==> config.mk <==
export PLATFORM = sky130hd
export DESIGN_NAME = encoder_index_homing
export DESIGN_NICKNAME = d
export VERILOG_FILES = /design/src/hw/rtl/eih_pkg.sv /design/src/hw/rtl/encoder_index_homing.sv
export SDC_FILE = /design/constraint.sdc
export NUM_CORES = 2
export LEC_CHECK = 0
export BUFFER_PORTS_ARGS = -buffer_cell sky130_fd_sc_hd__clkbuf_2
export CORE_UTILIZATION = 50
export CTS_CLUSTER_DIAMETER = 120
export DETAILED_ROUTE_END_ITERATION = 10
export GPL_TIMING_DRIVEN = 0
export PLACE_DENSITY = 0.66
export SLEW_MARGIN = 20
export SYNTH_ARGS = -nofsm -noshare
export SYNTH_HDL_FRONTEND = slang
export SYNTH_SLANG_ARGS = --single-unit
==> constraint.sdc <==
create_clock -name clock -period 11.8 [get_ports clock]
set_input_delay 2.36 -clock clock [delete_from_list [all_inputs] [get_ports clock]]
set_output_delay 2.36 -clock clock [all_outputs]
set_load 0.01 [all_outputs]
==> src/hw/rtl/eih_pkg.sv <==
`timescale 1ns / 1ps
// ============================================================================
// eih_pkg: shared types and constants for the encoder index homing block
// Holds the phase encoding, the register map and the register reset values.
// ============================================================================
package eih_pkg;

   // Default sizes of the drive output and of the internal position words
   localparam int DRIVE_BITS_DEFAULT = 16;
   localparam int POS_BITS_DEFAULT   = 32;

   // Error terms are limited to +-2^TERM_SHIFT before the gains
   localparam int TERM_SHIFT = 52;
   // Signed width that holds +-2^TERM_SHIFT
   localparam int ERR_CAP    = TERM_SHIFT + 2;

   // Settle counter
   localparam int STILL_BITS = 17;
   localparam logic [STILL_BITS-1:0] STILL_MAX = '1;

   // Field widths fixed by the interface
   localparam int FIELD_BITS  = 32;
   localparam int PHASE_BITS  = 3;
   localparam int CSR_IDX_BITS = 3;
   localparam int STEP_BITS   = 12;
   localparam int LIMIT_BITS  = 16;
   localparam int GAIN_BITS   = 8;

   // Input item kinds
   localparam logic KIND_START = 1'b0;
   localparam logic KIND_TICK  = 1'b1;

   // Homing phases
   typedef enum logic [PHASE_BITS-1:0] {
      PH_IDLE      = 3'd0,
      PH_WAITLOW   = 3'd1,
      PH_TRAVEL    = 3'd2,
      PH_WAITLATCH = 3'd3,
      PH_SETTLE    = 3'd4,
      PH_DONE      = 3'd5
   } phase_type;

   // Register map
   typedef enum logic [CSR_IDX_BITS-1:0] {
      CSR_STEP_PER_TICK  = 3'd0,
      CSR_ERROR_LIMIT    = 3'd1,
      CSR_GAIN_POSITION  = 3'd2,
      CSR_GAIN_VELOCITY  = 3'd3,
      CSR_TRAVEL_MINIMUM = 3'd4,
      CSR_STILL_NEEDED   = 3'd5,
      CSR_HOME_OFFSET    = 3'd6
   } csr_index_type;

   // Register reset values
   localparam logic [STEP_BITS-1:0]         RST_STEP_PER_TICK  = 12'd12;
   localparam logic [LIMIT_BITS-1:0]        RST_ERROR_LIMIT    = 16'd3000;
   localparam logic [GAIN_BITS-1:0]         RST_GAIN_POSITION  = 8'd2;
   localparam logic [GAIN_BITS-1:0]         RST_GAIN_VELOCITY  = 8'd20;
   localparam logic [LIMIT_BITS-1:0]        RST_TRAVEL_MINIMUM = 16'd800;
   localparam logic [LIMIT_BITS-1:0]        RST_STILL_NEEDED   = 16'd1000;
   localparam logic signed [FIELD_BITS-1:0] RST_HOME_OFFSET    = 32'sd0;

endpackage

==> src/hw/rtl/encoder_index_homing.sv <==
`timescale 1ns / 1ps
// ============================================================================
// encoder_index_homing: index pulse homing sequencer for one steering axis
// Runs the PD homing drive, finds the index position and issues the encoder
// preset once the axis has settled.
// ============================================================================
// One result per input transaction, one transaction per clock sustained while
// the result side is ready. An item passes three registers (input, state
// update, drive output). The state update stage is the only place where the
// homing state is read and written, which lets the next item follow right
// behind. The PD products are formed in the last stage. The user must write
// the configuration registers through the csr_ port only while no
// transaction is in flight; the block itself does not enforce this.
module encoder_index_homing #(
   parameter int DRIVE_BITS = eih_pkg::DRIVE_BITS_DEFAULT,
   parameter int POS_BITS   = eih_pkg::POS_BITS_DEFAULT
) (
   input  logic                                   clock,
   input  logic                                   reset,
   // configuration write port
   input  logic                                   csr_we,
   input  logic [eih_pkg::CSR_IDX_BITS-1:0]       csr_index,
   input  logic [eih_pkg::FIELD_BITS-1:0]         csr_wdata,
   // input items
   input  logic                                   req_valid,
   output logic                                   req_ready,
   input  logic                                   req_kind,
   input  logic signed [eih_pkg::FIELD_BITS-1:0]  req_position,
   input  logic signed [eih_pkg::FIELD_BITS-1:0]  req_position_reread,
   input  logic                                   req_index_level,
   input  logic                                   req_index_latched,
   // results
   output logic                                   rsp_valid,
   input  logic                                   rsp_ready,
   output logic signed [DRIVE_BITS-1:0]           rsp_drive,
   output logic                                   rsp_clear_latch,
   output logic [eih_pkg::PHASE_BITS-1:0]         rsp_phase,
   output logic                                   rsp_preset_valid,
   output logic signed [eih_pkg::FIELD_BITS-1:0]  rsp_preset_value
);

   localparam int FB       = eih_pkg::FIELD_BITS;
   localparam int ERR_BITS = (POS_BITS > eih_pkg::ERR_CAP) ? eih_pkg::ERR_CAP : POS_BITS;
   localparam int PROD_BITS = ERR_BITS + eih_pkg::GAIN_BITS + 1;
   localparam int SUM_BITS = (PROD_BITS + 1 > DRIVE_BITS + 1) ? PROD_BITS + 1 : DRIVE_BITS + 1;
   localparam int CMP_BITS = ((POS_BITS > eih_pkg::LIMIT_BITS) ? POS_BITS
                                                                : eih_pkg::LIMIT_BITS) + 1;
   localparam int PRE_BITS = (POS_BITS > FB) ? POS_BITS : FB;
   localparam logic signed [POS_BITS-1:0] TERM_HI =
      POS_BITS'(64'sd1 <<< eih_pkg::TERM_SHIFT);
   localparam logic signed [SUM_BITS-1:0] DRV_HI =
      SUM_BITS'((64'sd1 <<< (DRIVE_BITS - 1)) - 64'sd1);
   localparam logic signed [SUM_BITS-1:0] DRV_LO = -DRV_HI - SUM_BITS'(1);

   // Limit an error term to +-2^TERM_SHIFT and narrow it
   function automatic logic signed [ERR_BITS-1:0] sat_term(
      input logic signed [POS_BITS-1:0] v);
      logic signed [POS_BITS-1:0] c;
      c = v;
      if (POS_BITS > eih_pkg::ERR_CAP - 1) begin
         if (v > TERM_HI) begin
            c = TERM_HI;
         end else if (v < -TERM_HI) begin
            c = -TERM_HI;
         end
      end
      return ERR_BITS'(c);
   endfunction

   // ------------------------------------------------------------------------
   // Configuration registers
   // ------------------------------------------------------------------------
   logic [eih_pkg::STEP_BITS-1:0]   cfg_step_ff;
   logic [eih_pkg::LIMIT_BITS-1:0]  cfg_limit_ff;
   logic [eih_pkg::GAIN_BITS-1:0]   cfg_kp_ff;
   logic [eih_pkg::GAIN_BITS-1:0]   cfg_kd_ff;
   logic [eih_pkg::LIMIT_BITS-1:0]  cfg_travel_ff;
   logic [eih_pkg::LIMIT_BITS-1:0]  cfg_still_ff;
   logic signed [FB-1:0]            cfg_home_ff;

   // Write the addressed register; drop writes beyond the map
   always_ff @(posedge clock) begin
      if (reset) begin
         cfg_step_ff   <= eih_pkg::RST_STEP_PER_TICK;
         cfg_limit_ff  <= eih_pkg::RST_ERROR_LIMIT;
         cfg_kp_ff     <= eih_pkg::RST_GAIN_POSITION;
         cfg_kd_ff     <= eih_pkg::RST_GAIN_VELOCITY;
         cfg_travel_ff <= eih_pkg::RST_TRAVEL_MINIMUM;
         cfg_still_ff  <= eih_pkg::RST_STILL_NEEDED;
         cfg_home_ff   <= eih_pkg::RST_HOME_OFFSET;
      end else if (csr_we) begin
         case (eih_pkg::csr_index_type'(csr_index))
            eih_pkg::CSR_STEP_PER_TICK:  cfg_step_ff   <= csr_wdata[eih_pkg::STEP_BITS-1:0];
            eih_pkg::CSR_ERROR_LIMIT:    cfg_limit_ff  <= csr_wdata[eih_pkg::LIMIT_BITS-1:0];
            eih_pkg::CSR_GAIN_POSITION:  cfg_kp_ff     <= csr_wdata[eih_pkg::GAIN_BITS-1:0];
            eih_pkg::CSR_GAIN_VELOCITY:  cfg_kd_ff     <= csr_wdata[eih_pkg::GAIN_BITS-1:0];
            eih_pkg::CSR_TRAVEL_MINIMUM: cfg_travel_ff <= csr_wdata[eih_pkg::LIMIT_BITS-1:0];
            eih_pkg::CSR_STILL_NEEDED:   cfg_still_ff  <= csr_wdata[eih_pkg::LIMIT_BITS-1:0];
            eih_pkg::CSR_HOME_OFFSET:    cfg_home_ff   <= $signed(csr_wdata);
            default: ;
         endcase
      end
   end

   // ------------------------------------------------------------------------
   // Pipeline flow control: each stage takes a new transaction when it is
   // empty or when its content moves on in the same cycle
   // ------------------------------------------------------------------------
   logic s1_valid_ff, s2_valid_ff, s3_valid_ff;
   logic s1_ready, s2_ready, s3_ready;
   logic s1_load, s2_load, s3_load;

   assign s3_ready  = !s3_valid_ff || rsp_ready;
   assign s2_ready  = !s2_valid_ff || s3_ready;
   assign s1_ready  = !s1_valid_ff || s2_ready;
   assign req_ready = s1_ready;
   assign s1_load   = req_valid && s1_ready;
   assign s2_load   = s1_valid_ff && s2_ready;
   assign s3_load   = s2_valid_ff && s3_ready;

   always_ff @(posedge clock) begin
      if (reset) begin
         s1_valid_ff <= 1'b0;
         s2_valid_ff <= 1'b0;
         s3_valid_ff <= 1'b0;
      end else begin
         if (s1_ready) begin
            s1_valid_ff <= req_valid;
         end
         if (s2_ready) begin
            s2_valid_ff <= s1_valid_ff;
         end
         if (s3_ready) begin
            s3_valid_ff <= s2_valid_ff;
         end
      end
   end

   // ------------------------------------------------------------------------
   // Stage 1: input register
   // ------------------------------------------------------------------------
   logic                 s1_kind_ff;
   logic signed [FB-1:0] s1_pos_ff;
   logic signed [FB-1:0] s1_reread_ff;
   logic                 s1_level_ff;
   logic                 s1_latched_ff;

   always_ff @(posedge clock) begin
      if (s1_load) begin
         s1_kind_ff    <= req_kind;
         s1_pos_ff     <= req_position;
         s1_reread_ff  <= req_position_reread;
         s1_level_ff   <= req_index_level;
         s1_latched_ff <= req_index_latched;
      end
   end

   // ------------------------------------------------------------------------
   // Stage 2: homing state
   // ------------------------------------------------------------------------
   eih_pkg::phase_type phase_ff, phase_in;
   logic signed [POS_BITS-1:0]        desired_ff, desired_in;
   logic signed [POS_BITS-1:0]        previous_ff, previous_in;
   logic signed [POS_BITS-1:0]        edge_ff, edge_in;
   logic signed [POS_BITS-1:0]        found_ff, found_in;
   logic [eih_pkg::STILL_BITS-1:0]    still_ff, still_in;

   logic signed [POS_BITS-1:0] pos_w;
   logic signed [POS_BITS-1:0] desired_step;
   logic signed [POS_BITS-1:0] lead;
   logic signed [POS_BITS-1:0] travel;
   logic signed [POS_BITS-1:0] err_pos_w;
   logic signed [POS_BITS-1:0] err_vel_w;
   logic signed [CMP_BITS-1:0] lead_x, limit_x, travel_x, travel_min_x;
   logic signed [FB:0]         pair_sum, pair_rnd, pair_half;
   logic signed [FB-1:0]       pair_avg;
   logic signed [PRE_BITS-1:0] preset_w;
   logic [eih_pkg::STILL_BITS-1:0] still_step;
   logic is_tick, is_active, idx_low, lead_over, travel_done, still_done;

   assign pos_w   = POS_BITS'(s1_pos_ff);
   assign is_tick = (s1_kind_ff == eih_pkg::KIND_TICK);
   assign idx_low = !s1_level_ff;
   assign is_active = is_tick && (phase_ff == eih_pkg::PH_WAITLOW ||
                                  phase_ff == eih_pkg::PH_TRAVEL ||
                                  phase_ff == eih_pkg::PH_WAITLATCH);

   // Desired position advance and lead limit
   assign desired_step = desired_ff + POS_BITS'(cfg_step_ff);
   assign lead         = desired_step - pos_w;
   assign lead_x       = CMP_BITS'(lead);
   assign limit_x      = $signed(CMP_BITS'(cfg_limit_ff));
   assign lead_over    = (lead_x > limit_x);

   // Travel since the index went low
   assign travel       = pos_w - edge_ff;
   assign travel_x     = CMP_BITS'(travel);
   assign travel_min_x = $signed(CMP_BITS'(cfg_travel_ff));
   assign travel_done  = (travel_x > travel_min_x);

   // Settle counter, saturating
   always_comb begin
      if (pos_w != previous_ff) begin
         still_step = '0;
      end else if (still_ff != eih_pkg::STILL_MAX) begin
         still_step = still_ff + eih_pkg::STILL_BITS'(1);
      end else begin
         still_step = still_ff;
      end
   end
   assign still_done = (still_step > eih_pkg::STILL_BITS'(cfg_still_ff));

   // Average of the two reads, truncated toward zero
   assign pair_sum  = (FB + 1)'(s1_pos_ff) + (FB + 1)'(s1_reread_ff);
   assign pair_rnd  = pair_sum + $signed({{FB{1'b0}}, pair_sum[FB]});
   assign pair_half = pair_rnd >>> 1;
   assign pair_avg  = pair_half[FB-1:0];

   assign preset_w = PRE_BITS'(pos_w) - PRE_BITS'(found_ff);

   // Next phase
   always_comb begin
      phase_in = phase_ff;
      if (!is_tick) begin
         phase_in = eih_pkg::PH_WAITLOW;
      end else begin
         case (phase_ff)
            eih_pkg::PH_WAITLOW: begin
               if (idx_low) begin
                  phase_in = eih_pkg::PH_TRAVEL;
               end
            end
            eih_pkg::PH_TRAVEL: begin
               if (!idx_low) begin
                  phase_in = eih_pkg::PH_WAITLOW;
               end else if (travel_done) begin
                  phase_in = eih_pkg::PH_WAITLATCH;
               end
            end
            eih_pkg::PH_WAITLATCH: begin
               if (s1_latched_ff) begin
                  phase_in = eih_pkg::PH_SETTLE;
               end
            end
            eih_pkg::PH_SETTLE: begin
               if (still_done) begin
                  phase_in = eih_pkg::PH_DONE;
               end
            end
            default: phase_in = phase_ff;
         endcase
      end
   end

   // State and result fields of the state stage
   logic                       s2_clear_in, s2_pvalid_in;
   logic signed [FB-1:0]       s2_preset_in;
   logic signed [ERR_BITS-1:0] s2_err_pos_in, s2_err_vel_in;

   always_comb begin
      desired_in    = desired_ff;
      previous_in   = previous_ff;
      edge_in       = edge_ff;
      found_in      = found_ff;
      still_in      = still_ff;
      s2_clear_in   = 1'b0;
      s2_pvalid_in  = 1'b0;
      s2_preset_in  = '0;
      err_pos_w     = '0;
      err_vel_w     = '0;
      if (!is_tick) begin
         // start: capture encoder, ask for a latch clear
         desired_in  = pos_w;
         previous_in = pos_w;
         still_in    = '0;
         s2_clear_in = 1'b1;
      end else if (is_active) begin
         if (phase_ff == eih_pkg::PH_WAITLOW && idx_low) begin
            edge_in = POS_BITS'(s1_reread_ff);
         end
         if (phase_ff == eih_pkg::PH_TRAVEL && idx_low && travel_done) begin
            s2_clear_in = 1'b1;
         end
         if (phase_ff == eih_pkg::PH_WAITLATCH && s1_latched_ff) begin
            found_in = POS_BITS'(pair_avg) + POS_BITS'(cfg_home_ff);
            still_in = '0;
         end
         if (lead_over) begin
            desired_in = pos_w + POS_BITS'(cfg_limit_ff);
            err_pos_w  = -POS_BITS'(cfg_limit_ff);
         end else begin
            desired_in = desired_step;
            err_pos_w  = -lead;
         end
         err_vel_w   = pos_w - previous_ff;
         previous_in = pos_w;
      end else if (phase_ff == eih_pkg::PH_SETTLE) begin
         still_in    = still_step;
         previous_in = pos_w;
         if (still_done) begin
            s2_pvalid_in = 1'b1;
            s2_preset_in = preset_w[FB-1:0];
         end
      end
      s2_err_pos_in = sat_term(err_pos_w);
      s2_err_vel_in = sat_term(err_vel_w);
   end

   always_ff @(posedge clock) begin
      if (reset) begin
         phase_ff <= eih_pkg::PH_IDLE;
      end else if (s2_load) begin
         phase_ff <= phase_in;
      end
   end

   always_ff @(posedge clock) begin
      if (reset) begin
         desired_ff  <= '0;
         previous_ff <= '0;
         edge_ff     <= '0;
         found_ff    <= '0;
         still_ff    <= '0;
      end else if (s2_load) begin
         desired_ff  <= desired_in;
         previous_ff <= previous_in;
         edge_ff     <= edge_in;
         found_ff    <= found_in;
         still_ff    <= still_in;
      end
   end

   logic signed [ERR_BITS-1:0] s2_err_pos_ff, s2_err_vel_ff;
   logic                       s2_clear_ff, s2_pvalid_ff;
   logic [eih_pkg::PHASE_BITS-1:0] s2_phase_ff;
   logic signed [FB-1:0]       s2_preset_ff;

   always_ff @(posedge clock) begin
      if (s2_load) begin
         s2_err_pos_ff <= s2_err_pos_in;
         s2_err_vel_ff <= s2_err_vel_in;
         s2_clear_ff   <= s2_clear_in;
         s2_pvalid_ff  <= s2_pvalid_in;
         s2_preset_ff  <= s2_preset_in;
         s2_phase_ff   <= phase_in;
      end
   end

   // ------------------------------------------------------------------------
   // Stage 3: PD drive, saturated, into the result register
   // ------------------------------------------------------------------------
   logic signed [PROD_BITS-1:0]  prod_pos, prod_vel;
   logic signed [SUM_BITS-1:0]   drive_sum;
   logic signed [DRIVE_BITS-1:0] drive_in;

   assign prod_pos  = s2_err_pos_ff * $signed({1'b0, cfg_kp_ff});
   assign prod_vel  = s2_err_vel_ff * $signed({1'b0, cfg_kd_ff});
   assign drive_sum = SUM_BITS'(prod_pos) + SUM_BITS'(prod_vel);

   always_comb begin
      if (drive_sum > DRV_HI) begin
         drive_in = DRIVE_BITS'(DRV_HI);
      end else if (drive_sum < DRV_LO) begin
         drive_in = DRIVE_BITS'(DRV_LO);
      end else begin
         drive_in = DRIVE_BITS'(drive_sum);
      end
   end

   logic signed [DRIVE_BITS-1:0]   drive_ff;
   logic                           clear_ff, pvalid_ff;
   logic [eih_pkg::PHASE_BITS-1:0] phase_out_ff;
   logic signed [FB-1:0]           preset_ff;

   always_ff @(posedge clock) begin
      if (s3_load) begin
         drive_ff     <= drive_in;
         clear_ff     <= s2_clear_ff;
         pvalid_ff    <= s2_pvalid_ff;
         preset_ff    <= s2_preset_ff;
         phase_out_ff <= s2_phase_ff;
      end
   end

   assign rsp_valid        = s3_valid_ff;
   assign rsp_drive        = drive_ff;
   assign rsp_clear_latch  = clear_ff;
   assign rsp_phase        = phase_out_ff;
   assign rsp_preset_valid = pvalid_ff;
   assign rsp_preset_value = preset_ff;

`ifndef SYNTH
   // A preset is only issued on the transaction that finishes homing
   a_preset_done: assert property (@(posedge clock) disable iff (reset)
      (rsp_valid && rsp_preset_valid) |-> (rsp_phase == eih_pkg::PH_DONE))
      else $error("preset issued outside the done phase");

   // Drive is nonzero only while the axis is moving toward the index
   a_drive_phase: assert property (@(posedge clock) disable iff (reset)
      (rsp_valid && rsp_drive != '0) |->
         (rsp_phase == eih_pkg::PH_WAITLOW || rsp_phase == eih_pkg::PH_TRAVEL ||
          rsp_phase == eih_pkg::PH_WAITLATCH || rsp_phase == eih_pkg::PH_SETTLE))
      else $error("drive active outside the homing phases");

   // A latch clear comes with a start or with arming the latch
   a_clear_phase: assert property (@(posedge clock) disable iff (reset)
      (rsp_valid && rsp_clear_latch) |->
         (rsp_phase == eih_pkg::PH_WAITLOW || rsp_phase == eih_pkg::PH_WAITLATCH))
      else $error("latch clear in an unexpected phase");

   // The homing state moves only when a transaction enters the state stage
   a_state_hold: assert property (@(posedge clock) disable iff (reset)
      !$past(s2_load) |-> $stable(phase_ff))
      else $error("phase changed without a transaction");
`endif

endmodule

Word level (Yosys, flattened, before mapping). Cells that the tools add are included.

Bits in registers: 480. Output and inout bits: 55. Logic and storage cells: 127. Bits of input ports: 107.

Bitwise gates (word level): 3. Equality and inequality tests: 15. Add/subtract/negate cells: 13. Reductions and logical operators: 33. Order comparisons: 5. Multiplexer cells: 24. $mul: 2.

Operators by type and width (number): 2-to-1 mux 32 bit (7); subtractor 32 bit (4); 2-to-1 mux 17 bit (6); multiplier 32 x 9 -> 41 bit (2); > comparator 32 x 17 -> 1 bit (2); adder 41 x 41 -> 42 bit (1); > comparator 42 x 16 -> 1 bit, second input constant (1); less-than comparator 42 x 16 -> 1 bit, second input constant (1); adder 32 x 32 -> 33 bit (1); adder 33 x 2 -> 33 bit (1); adder 32 x 12 -> 32 bit (1); adder 32 x 16 -> 32 bit (1); adder 32 bit (1); != test 32 bit (1); negator 16 -> 32 bit (1); negator 32 bit (1); AND reduction 2 bit (10); 2-to-1 mux 3 bit (6); adder 17 x 1 -> 17 bit, second input constant (1); > comparator 17 x 16 -> 1 bit (1); != test 17 bit, second input constant (1); 2-to-1 mux 16 bit (1); equality test 3 x 2 -> 1 bit, second input constant (4); equality test 3 bit, second input constant (4); 15 further kinds (35).

Depth between registers and ports, before layout.
Word-level depth: 7. Mapped depth: 30. Gate-level depth less buffers: 28.

Worst setup path before layout. OpenSTA, ideal clock, no wires.

Kind: register to register. Start: register cfg_kd_ff[5] in the netlist's numbering. End: register drive_ff[10], in the netlist rsp_drive[10] (data pin). Setup slack: 4.518 ns. Arrival: 7.009 ns. Data required time: 11.528 ns. Period minus slack after synthesis: 7.282 ns. Library setup time: 0.272 ns. Path buffers: 2. Cell stages (with the launch flop): 26. Path through: dfxtp_1 > clkbuf_1 > nand2_1 > fa_1 > inv_1 > fa_1 > fa_1 > fa_1 > fa_1 > inv_1 > fa_1 > inv_1 > ha_1 > buf_2 > a21oi_1 > o21ai_1 > a221o_1 > a22o_1 > a211o_1 > a31oi_1 > xnor2_1 > or4_1 > nor4_2 > nand4b_2 > nand2_2 > o21ai_1.

Longest elaborated chain between the ends: 4. Elaborated cells between the ends (all ways): 5. Classes of those cells: 1 x add/sub; 1 x mul; 2 x order compare; 1 x mux.

RTL lines: start: declaration (RTL line encoder_index_homing.sv:76) `logic [eih_pkg::GAIN_BITS-1:0] cfg_kd_ff;`; start signal: assignment (RTL line encoder_index_homing.sv:87) `cfg_kd_ff <= eih_pkg::RST_GAIN_VELOCITY;`; start signal: assignment (RTL line encoder_index_homing.sv:96) `eih_pkg::CSR_GAIN_VELOCITY: cfg_kd_ff <= csr_wdata[eih_pkg::GAIN_BITS-1:0];`; multiplier 32 x 9 -> 41 bit * (RTL line encoder_index_homing.sv:357) `assign prod_vel = s2_err_vel_ff * $signed({1'b0, cfg_kd_ff});`; adder 41 x 41 -> 42 bit * (RTL line encoder_index_homing.sv:358) `assign drive_sum = SUM_BITS'(prod_pos) + SUM_BITS'(prod_vel);`; less-than comparator 42 x 16 -> 1 bit (RTL line encoder_index_homing.sv:363) `end else if (drive_sum < DRV_LO) begin`; 2-to-1 mux 16 bit (RTL line encoder_index_homing.sv:363); end signal: assignment (RTL line encoder_index_homing.sv:377) `drive_ff <= drive_in;`; end: declaration (RTL line encoder_index_homing.sv:370) `logic signed [DRIVE_BITS-1:0] drive_ff;`.

Mark *: on every way between the ends. The rest lies on a longest branch, timed or not. A chain may end at the register's enable or synchronous reset.

Worst setup path after layout.
Start: register cfg_kd_ff[4] in the netlist's numbering. End: register drive_ff[3], in the netlist rsp_drive[3] (data pin).

The elaborated chain is that of the path after synthesis.

==> flow_summary_export.csv <==
group,metric,value,unit
cells_and_area,drive_gt1_frac,0.0557,
floorplanning,die_h,318,um
floorplanning,start_util,0.506,
setup_path,crit_slowest_cell,"nor4_2",
yosys,synth_top_cell_area_share,0.193,
setup_path,crit_fanout,10,
yosys,synth_xor_area_frac,0.0524,
yosys,synth.cell_area,49900,um^2
yosys,synthCells,5854,
yosys,synthAdderAreaFrac,0.295,
worst_hold_path,hold-path-endpoint,"rsp_preset_value[15]",
route,drc,0,
clocking,post_cts.repair.setup_buffers,0,
global_routing,grt-ovfl-total,0,
yosys,synth_compound_area_frac,0.148,
floorplanning,fp.dieW,318,um
yosys,synth_edf_count,221,
route,ant_nets,0,
pwr,p_per_area,138,nW/um^2
timing,rsz0062_at_grt,"false",
place,routabilityCongestion,0.945,
route,totalWireLength,156000,um
place,portBuffers,159,
clocking,cts_buffers,56,
yosys,synth_largest_area_cell,"fa_1",
clocking,root_buffer,"clkbuf_16",
outcome,outcome,"completed",
floorplanning,die_area,101000,um^2
setup_path,reg2reg_from,"cfg_kd_ff[4]",
yosys,synth_top_family_by_area,"adder cells",
clocking,clockBufferDepth,3,
global_routing,grt_pass1_vias,41076,
setup_path,endpoint_kind,"register",
yosys,yosys.area_share.simple,0.187,
pwr,vdd_drop_max,0.000132,V
clocking,htree_levels,2,
worst_hold_path,hold_path.startpoint,"s2_preset_ff[15]",
timing,max_slew_margin,0.176,
yosys,syn_nets,6848,
yosys,async_flop_share,0,
yosys,syn_avg_cell_area,8.53,um^2
timing,finalMaxSlewViolations,0,
clocking,cts_tree,"built",
clocking,cts_sinks,480,
timing,finalHoldViolCount,0,
yosys,yosysSeqAreaShare,0.237,
flow_run,drv_cap,0,
timing,fin_crit,9400,ps
floorplanning,ioPinCount,162,
yosys,yosysWarnings,0,
route,vias_per_cell,5.64,
timing,setup_viol,0,
setup_path,cpPeakStageDelay,1010,ps
yosys,synthMuxAreaShare,0.00318,
floorplanning,num_rows,115,
place,dp_hpwl,126000,um
clocking,clkTransAtPathRegs,80,ps
global_routing,antenna_found_initial,7,
route,firstDrtPassIters,7,
global_routing,grt_max_degree,58,
cells_and_area,postLayoutCellArea,54400,um^2
global_routing,grt.total_usage,0.306,
timing,tns,0,ps
timing,worst_pin_slew,1240,ps
worst_hold_path,hold_depth,0,
cells_and_area,fin_nets,7072,
setup_path,critical_path_class,"reg2reg",
yosys,synth.area.top_cells,"fa_1, edfxtp_1, dfxtp_1",
yosys,ys_types,106,
global_routing,grt_pass1_wl,238000,um
setup_path,crit_arrival,9860,ps
clocking,hold_buffers,0,
route,vias,41843,
cells_and_area,area_delta_synth_final,9.03,%
setup_path,crit_top_cell,"fa_1",
setup_path,worstSetupStartpointType,"register",
route,drt_iter0_markers,3262,
pwr,p_leak,23.6,nW
yosys,synthFlopType,"dfxtp_1",
timing,skew,41.1,ps
setup_path,r2r_end,"rsp_drive[3]",
timing,clock.fmax,0.106,GHz
place,place_area,52500,um^2
timing,fin_crit_sh,0.797,
setup_path,r2r_cells,25,
floorplanning,core,98700,um^2
clocking,cts_resized,0,
route,drt-wirelength-per-cell,21.0,um
yosys,synth-seq-cells,480,
setup_path,cp.required,12260,ps
worst_hold_path,hold_path_class,"reg2reg",
clocking,clock_latency,650,ps
setup_path,r2r_setup_slack,2400,ps
synthesized netlist by cell type (all sizes together), types with 9 or more instances:
cell type  count
a21o         116
o21bai        31
clkbuf       176
nor2b         51
nor4          35
a2111oi       20
or4            9
or3           16
inv          822
nand3        116
nand4         64
a21boi        18
o31ai         20
buf           25
or2           12
mux2i         11
a21oi        428
and4          16
dfxtp        259
nand3b        14
a211oi        49
and3          39
o21ai        215
xnor2        179
o21a          49
a22oi         17
nand2        923
xor2         119
nor2         309
a31oi         47
and2         223
o311ai        10
a311oi        11
ha           406
o211ai        32
nor3          87
nand2b        49
fa           481
edfxtp       221
per-stage QoR:
stage          cells  power [mW]  hold slack, ps  utilization  setup WS (ps)
4_1_cts         7411        7.51             413        0.551           2340
2_1_floorplan   5854        4.72             400            -           4520
3_3_place_gp    7300        5.68             402        0.530           2300
6_report        7413        7.50             415        0.551           2400
5_1_grt         7413        8.04             421        0.551           2110
3_5_place_dp    7307        5.71             405        0.532           2390
placed cells by master, fill, tap and decap left out, types with 49 or more instances in the layout:
cell type	n
o21ai_0	159
inv_1	821
clkbuf_16	57
nor3_1	85
a21oi_1	427
o21ai_1	53
clkbuf_2	160
o21a_1	49
a21o_1	116
dfxtp_1	259
edfxtp_1	221
xor2_1	118
and2_1	222
fa_1	481
nor2b_1	50
nand2_1	921
nor2_1	309
ha_1	406
nand4_1	64
clkbuf_1	181
xnor2_1	179
nand3_1	116
worst max-delay path, delay by kind of cell, from the launching register on:
kind	cells	cell delay [ps]
AO/OA/AOI/OAI	5	1340
XOR/XNOR	1	290
adder cells (fa/ha/maj)	7	3400
buffers and inverters	5	940
flip-flops	1	560
AND/OR/NAND/NOR	7	2670
area by class of cell:
cell class	instances	area [um^2]
fill	9234	44300
multi-input combinational	4351	34300
sequential	480	11800
inverter	822	3090
tap	1287	1610
clock buffer	66	1480
timing repair buffer	166	981
buffer	201	781
clock inverter	38	390
antenna	2	5.00
cell families (layout without fill, tap and decap cells):
logic type      after synthesis  count (layout)
flops                       480             480
buf+inv                    1023            1293
compound gates             1158            1158
fa+ha+maj                   887             887
simple gates               1993            1993
other cells                   0               2
mux                          15              15
xor+xnor                    298             298
sequential cells by signal, summed over array words and instances (netlist names), 8 cells and up:
name / count
cfg_home_ff: 32
desired_ff: 32
edge_ff: 32
found_ff: 32
pos_w: 32
previous_ff: 32
rsp_preset_value: 32
s1_reread_ff: 32
s2_err_pos_ff: 32
s2_err_vel_ff: 32
s2_preset_ff: 32
still_ff: 17
cfg_limit_ff: 16
cfg_still_ff: 16
cfg_travel_ff: 16
rsp_drive: 16
cfg_step_ff: 12
cfg_kd_ff: 8
cfg_kp_ff: 8
per-layer routing:
layer  wire [um]  GRT usage
met3       10100     0.0315
met1       65800      0.406
met5          34          0
met4        7890      0.144
met2       71700      0.504
report_power, final:
| group | internal, mW | switching, mW | total [mW] |
|---|---|---|---|
| Combinational | 1.41 | 2.28 | 3.69 |
| Clock | 1.02 | 0.778 | 1.79 |
| Sequential | 1.87 | 0.142 | 2.01 |
how the worst max path moves through the flow:
stage | start | depth (start not counted) | endpoint
floorplan | cfg_kd_ff[5] | 25 | rsp_drive[10]
global placement | cfg_kd_ff[1] | 25 | rsp_drive[3]
detailed placement | cfg_kd_ff[1] | 24 | rsp_drive[3]
CTS | cfg_kd_ff[4] | 25 | rsp_drive[3]
global route | cfg_kd_ff[3] | 25 | rsp_drive[3]
finish | cfg_kd_ff[4] | 25 | rsp_drive[3]
Note: power is estimated with default switching activity, not from simulation.
